===== config.mk =====
export PLATFORM = sky130hd
export DESIGN_NAME = time_to_seven_segment_serial
export DESIGN_NICKNAME = d
export VERILOG_FILES = /design/src/rtl/core/tts7_pkg.sv /design/src/rtl/core/tts7_cell.sv /design/src/rtl/core/time_to_seven_segment_serial.sv
export SDC_FILE = /design/constraint.sdc
export NUM_CORES = 1
export LEC_CHECK = 0
export BUFFER_PORTS_ARGS = -buffer_cell sky130_fd_sc_hd__buf_2
export CAP_MARGIN = 10
export CORE_AREA = 2 2 136 85
export DETAILED_ROUTE_END_ITERATION = 8
export DIE_AREA = 0 0 138 87
export HOLD_SLACK_MARGIN = 0.03
export PLACE_DENSITY = 0.78
export RECOVER_POWER = 50
export SLEW_MARGIN = 20
export SYNTH_ARGS = -nofsm -noshare
export SYNTH_HDL_FRONTEND = slang
export SYNTH_SLANG_ARGS = --single-unit

===== constraint.sdc =====
create_clock -name clk -period 9.95 [get_ports clk]
set_input_delay 1.4925 -clock clk [delete_from_list [all_inputs] [get_ports clk]]
set_output_delay 1.4925 -clock clk [all_outputs]
set_load 0.01 [all_outputs]

===== src/rtl/core/tts7_pkg.sv =====
// Package: payload types, frame constants and digit encoding for the serial display driver.
`timescale 1ns / 1ps
package tts7_pkg;

  localparam int FRAME_BITS     = 64;
  localparam int DIGIT_BITS     = 16;
  localparam int DIGIT_COUNT    = FRAME_BITS / DIGIT_BITS;
  localparam int CNT_W          = $clog2(FRAME_BITS);
  localparam int DIGIT_W        = $clog2(DIGIT_COUNT);
  localparam int BIT_W          = $clog2(DIGIT_BITS);
  localparam logic [6:0] MAX_VALUE = 7'd99;
  localparam logic [3:0] BLANK_CODE = 4'd10;

  typedef struct packed {
    logic [6:0] minutes;
    logic [6:0] seconds;
  } in_t;

  typedef struct packed {
    logic       serial_data;
    logic       latch_strobe;
    logic [1:0] digit_index;
    logic       last;
  } out_t;

  // Saturate a 7-bit value to 99.
  function automatic logic [6:0] clamp99(input logic [6:0] v);
    return (v > MAX_VALUE) ? MAX_VALUE : v;
  endfunction

  // Tens digit of 0..99 by reciprocal multiply: (v * 205) >> 11.
  function automatic logic [3:0] tens_of(input logic [6:0] v);
    logic [14:0] prod;
    prod = 15'(v) * 15'd205;
    return prod[14:11];
  endfunction

  // Units digit: v - 10 * tens.
  function automatic logic [3:0] units_of(input logic [6:0] v);
    logic [6:0] t10;
    t10 = 7'(tens_of(v)) * 7'd10;
    return 4'(v - t10);
  endfunction

  // Active-low digit select byte per digit position.
  function automatic logic [7:0] select_byte(input logic [1:0] d);
    logic [7:0] b;
    unique case (d)
      2'd0:    b = 8'hF7;
      2'd1:    b = 8'hFB;
      2'd2:    b = 8'hFD;
      default: b = 8'hFE;
    endcase
    return b;
  endfunction

  // Active-low segments, bit0 = a .. bit6 = g, decimal point off; blank otherwise.
  function automatic logic [7:0] segment_byte(input logic [3:0] code);
    logic [7:0] b;
    unique case (code)
      4'd0:    b = 8'hC0;
      4'd1:    b = 8'hF9;
      4'd2:    b = 8'hA4;
      4'd3:    b = 8'hB0;
      4'd4:    b = 8'h99;
      4'd5:    b = 8'h92;
      4'd6:    b = 8'h82;
      4'd7:    b = 8'hF8;
      4'd8:    b = 8'h80;
      4'd9:    b = 8'h90;
      default: b = 8'hFF;
    endcase
    return b;
  endfunction

endpackage


===== src/rtl/core/tts7_cell.sv =====
// One bit cell of the frame shift line: loads in parallel or takes its neighbor's bit.
`timescale 1ns / 1ps
module tts7_cell (
  input  logic clk,
  input  logic load,
  input  logic shift,
  input  logic load_bit,
  input  logic prev_bit,
  output logic data_bit
);

  // Parallel load has priority over the shift
  always_ff @(posedge clk) begin
    if (load) begin
      data_bit <= load_bit;
    end else if (shift) begin
      data_bit <= prev_bit;
    end
  end

endmodule


===== src/rtl/core/time_to_seven_segment_serial.sv =====
// Top level: time value to 64-bit serial seven-segment stream through a row of bit cells.
//
//   channel   direction  handshake                 payload
//   command   in         start, busy               operand (minutes, seconds)
//   result    out        done                      result (serial_data, latch_strobe,
//                                                  digit_index, last)
//
// Each command yields 64 results on consecutive cycles; the transfer loads the
// cell row and sets active, and the output register then presents the first
// bit. The 64-cell shift line moves one bit out per cycle. busy drops while the
// final bit is shifted out, so a new command taken then continues the stream with
// no gap. Synchronous reset stops any run in progress; the receiver cannot stall.
`timescale 1ns / 1ps
module time_to_seven_segment_serial
  import tts7_pkg::*;
(
  input  logic clk,
  input  logic rst,
  input  logic start,
  output logic busy,
  input  in_t  operand,
  output logic done,
  output out_t result
);

  logic                   active;
  logic [CNT_W-1:0]       cnt;
  logic                   accept;
  logic                   shift;
  logic [FRAME_BITS-1:0]  frame;
  logic [FRAME_BITS-1:0]  cells;
  logic [3:0]             digit [DIGIT_COUNT];
  logic [6:0]             mins;
  logic [6:0]             secs;
  logic                   at_end;

  assign at_end = (cnt == CNT_W'(FRAME_BITS - 1));
  assign busy   = active && !at_end;
  assign accept = start && !busy;
  assign shift  = active;

  // Digit split with saturation; a zero minutes tens digit is blank
  always_comb begin
    mins     = clamp99(operand.minutes);
    secs     = clamp99(operand.seconds);
    digit[0] = units_of(secs);
    digit[1] = tens_of(secs);
    digit[2] = units_of(mins);
    digit[3] = (tens_of(mins) == 4'd0) ? BLANK_CODE : tens_of(mins);
  end

  // Frame image: digit 0 word in the top bits, each word select byte then segments
  always_comb begin
    for (int d = 0; d < DIGIT_COUNT; d++) begin
      frame[FRAME_BITS-1-d*DIGIT_BITS -: DIGIT_BITS] =
        {select_byte(DIGIT_W'(d)), segment_byte(digit[d])};
    end
  end

  // Row of cells; the top cell is the head of the stream
  for (genvar i = 0; i < FRAME_BITS; i++) begin : g_cell
    tts7_cell u_cell (
      .clk      (clk),
      .load     (accept),
      .shift    (shift),
      .load_bit (frame[i]),
      .prev_bit ((i == 0) ? 1'b1 : cells[(i == 0) ? 0 : i-1]),
      .data_bit (cells[i])
    );
  end

  // Run control: bit counter and active flag
  always_ff @(posedge clk) begin
    if (rst) begin
      active <= 1'b0;
      cnt    <= '0;
    end else if (accept) begin
      active <= 1'b1;
      cnt    <= '0;
    end else if (active) begin
      active <= !at_end;
      cnt    <= cnt + CNT_W'(1);
    end
  end

  // Output register, one strobe per emitted bit
  always_ff @(posedge clk) begin
    if (rst) begin
      done <= 1'b0;
    end else begin
      done <= active;
    end
  end

  always_ff @(posedge clk) begin
    if (active) begin
      result.serial_data  <= cells[FRAME_BITS-1];
      result.latch_strobe <= (cnt[BIT_W-1:0] == BIT_W'(DIGIT_BITS - 1));
      result.digit_index  <= cnt[CNT_W-1 -: DIGIT_W];
      result.last         <= at_end;
    end
  end

endmodule


==> summary.txt <==
period utilization -> 0.728
Synth-to-Final Area Change -> 8.65%
leakage power -> 0.00290 µW
pwr dens -> 252 nW/µm²
register area -> 1910 µm²
residual DRC count -> 0
Initial Utilization -> 0.530
ys async rst share -> 0
Reg clk slew, reported paths -> 0.06 ns
Crit path max-delay family -> adder cells
CTS H-tree depth -> 3
die area -> 12000 µm²
CP endpoint kind -> register
CP endpoint -> g_cell[16].u_cell.data_bit$_DFFE_PP_
Antenna Nets Post-Route -> 0
postcts setup bufs -> 0
Core Util, Final -> 0.576
initial antenna violation count -> 0
CTS Hold Bufs -> 0
CTS tree -> yes
Final Critical Period -> 7.25 ns
# clock sinks -> 77
clk root buf -> clkbuf_16
Final HPWL DP -> 8.75 mm
worst path required time -> 10.02 ns
Critical Path Start Type -> primary input
Worst Path Max Fanout -> 10
CTS Buf Count -> 9
first-pass GRT wire length -> 19.5 mm
Via density -> 5.57
unrepaired setup endpoints after global routing -> no
cells along the critical path -> buf_2, nand2_1, and2_1, ha_1, ha_1, fa_1, inv_1, fa_1, inv_1, ha_1, and4_4, a311oi_2, a21oi_1, a21o_1, xor2_1, inv_2, fa_1, xnor2_1, xnor3_2, mux2_1, nor3_2, nor3_1
core box area -> 10900 µm²
Tot GR Track Use -> 0.202
Top FF cell, synth -> dfxtp_1
number of synthesized flops with an enable pin -> 37
overall die width -> 138 µm
Yosys cell types -> 56
# IOs -> 24
WL/cell -> 15.3 µm
1st-iter DRT viols -> 360
largest net degree at the start of global routing -> 66
worst vdd ir -> 122 µV
Mapped Nets -> 716
diode count -> 0
clock buffer depth -> 2
Layout Nets -> 730
port buffer count -> 23
grt ovf -> 0
CP startpoint -> operand[12]
Rows -> 30
Reg2Reg Depth -> 6
Synth Area per Inst -> 9.75 µm²
Filler Cell Count -> 935
Gates resized, CTS repair -> 0
Placer Congestion -> 0.882
post-synthesis sequential area ratio -> 0.331
TritonRoute pass-1 iters -> 5
final setup vio count -> 0
fmax -> 0.138 GHz
number of stages on the worst setup path -> 22
worst skew pair latency -> 0.34 ns
RR Startpoint -> active$_SDFF_PP0_
failing checks -> max-capacitance violations, max-slew violations
Hold Violations, Final -> 0
final wirelength -> 11.6 mm
synthesized flop and latch total -> 77
via count -> 4204
DIE HEIGHT -> 87 µm
outcome -> finished with violations
clock skew -> 0.00586 ns
Syn Std Cell Area -> 5770 µm²
Final Max Slew Viols -> 145
Max-cap violations -> 3
critical path arrival -> 7.32 ns
Hold WC Path Type -> reg -> reg
instance count of the mapped netlist -> 592
worst r2r dst -> g_cell[54].u_cell.data_bit$_DFFE_PP_
Max-slew headroom -> -0.847
setup TNS -> 0 ns
Hold Crit Depth -> 0
Synth Warn # -> 0
CP peak stage delay -> 0.51 ns
critical path class -> in -> reg
multi-input gate area in the final layout -> 3530 µm²
R2R setup slack -> 4.29 ns
total power -> 1580 µW
layout cells sized above 1 -> 0.0917
vias in the first global route -> 4122
Slew @ Worst Pin -> 2.77 ns
slowest CP cell -> fa_1
CP Buf/Inv Count -> 4
-- cells in the final DEF, fill, tap and decap left out, types with 9 or more instances in the layout --
| cell | n |
|---|---|
| fa_1 | 18 |
| nor2_1 | 32 |
| o21ai_1 | 17 |
| nor3_1 | 16 |
| nand3_1 | 11 |
| o21ai_0 | 9 |
| dfxtp_1 | 39 |
| edfxtp_1 | 37 |
| and2_1 | 10 |
| mux2i_1 | 38 |
| clkbuf_16 | 9 |
| xnor2_1 | 11 |
| nand2_1 | 66 |
| buf_2 | 21 |
| nand2b_1 | 9 |
| ha_1 | 89 |
| a21oi_1 | 19 |
| inv_1 | 63 |
-- cells by family after synthesis --
group | after synthesis | share of synthesized area
AO/OA/AOI/OAI | 86 | 0.103
XOR/XNOR | 24 | 0.0442
adder cells (fa/ha/maj) | 107 | 0.255
buffers and inverters | 89 | 0.0581
flip-flops | 77 | 0.331
multiplexers | 42 | 0.0737
AND/OR/NAND/NOR | 167 | 0.135
-- worst min-delay path by stage --
stage / startpoint / to
2_1_floorplan: g_cell[63].u_cell.data_bit$_SDFFE_PP1P_ / result[4]$_DFFE_PP_
3_3_place_gp: g_cell[63].u_cell.data_bit$_SDFFE_PP1P_ / result[4]$_DFFE_PP_
3_5_place_dp: g_cell[63].u_cell.data_bit$_SDFFE_PP1P_ / result[4]$_DFFE_PP_
4_1_cts: g_cell[63].u_cell.data_bit$_SDFFE_PP1P_ / result[4]$_DFFE_PP_
5_1_grt: g_cell[63].u_cell.data_bit$_SDFFE_PP1P_ / result[4]$_DFFE_PP_
6_report: g_cell[63].u_cell.data_bit$_SDFFE_PP1P_ / result[4]$_DFFE_PP_
-- worst register-to-register path, stage by stage (launching register included) --
cell and delay, ns:
dfxtp_2 0.31, clkbuf_1 1.96, nand2b_1 0.31, nand2_1 0.35, clkbuf_1 1.91, nor2_1 0.21
a221oi_1 0.41
-- power breakdown --
group	total, µW	switching, µW	internal, µW
combinational	840	501	339
clock	308	135	172
sequential	436	20.4	415
-- area by class of cell --
type	count	area share
Sequential cell	77	0.305
Timing Repair Buffer	26	0.0197
Tap cell	144	0.0287
Clock inverter	7	0.00898
Inverter	66	0.0395
Clock buffer	9	0.0359
Multi-Input combinational cell	426	0.562
-- cells in the mapped netlist (9+ instances only) --
| master | n | area (µm²) |
|---|---|---|
| xnor2_1 | 11 | 96.3 |
| dfxtp_1 | 40 | 801 |
| inv_1 | 63 | 236 |
| nand3_1 | 11 | 55.1 |
| fa_1 | 18 | 360 |
| mux2i_1 | 38 | 380 |
| o21ai_1 | 17 | 85.1 |
| a21oi_1 | 19 | 95.1 |
| clkbuf_1 | 19 | 71.3 |
| edfxtp_1 | 37 | 1110 |
| and2_1 | 11 | 68.8 |
| o21ai_0 | 9 | 45.0 |
| nor3_1 | 16 | 80.1 |
| nand2_1 | 66 | 248 |
| nand2b_1 | 9 | 56.3 |
| nor2_1 | 32 | 120 |
| ha_1 | 89 | 1110 |
-- sequential cells by signal, indices dropped and copies added (netlist names) --
signal and count:
g_cell.u_cell.data_bit 64, result 5, done 1, active 1, cnt 6
-- per-stage QoR --
step	setup slack, ns	cells	instance area (µm²)	hold slack [ns]
3_5_place_dp	2.45	739	6010	0.443
2_1_floorplan	3.12	592	5770	0.408
6_report	2.70	755	6270	0.455
3_3_place_gp	2.65	739	6010	0.411
4_1_cts	2.75	755	6290	0.462
5_1_grt	2.33	755	6270	0.470
-- routing by layer --
| layer | share of wire | vias up | GRT usage |
|---|---|---|---|
| met5 | 0 | - | 0 |
| met2 | 0.45 | 108 | 0.333 |
| met4 | 0.0097 | 0 | 0.0622 |
| li1 | - | 2080 | - |
| met1 | 0.48 | 1998 | 0.270 |
| met3 | 0.057 | 18 | 0.0467 |
Note: power is estimated with default switching activity, not from simulation.
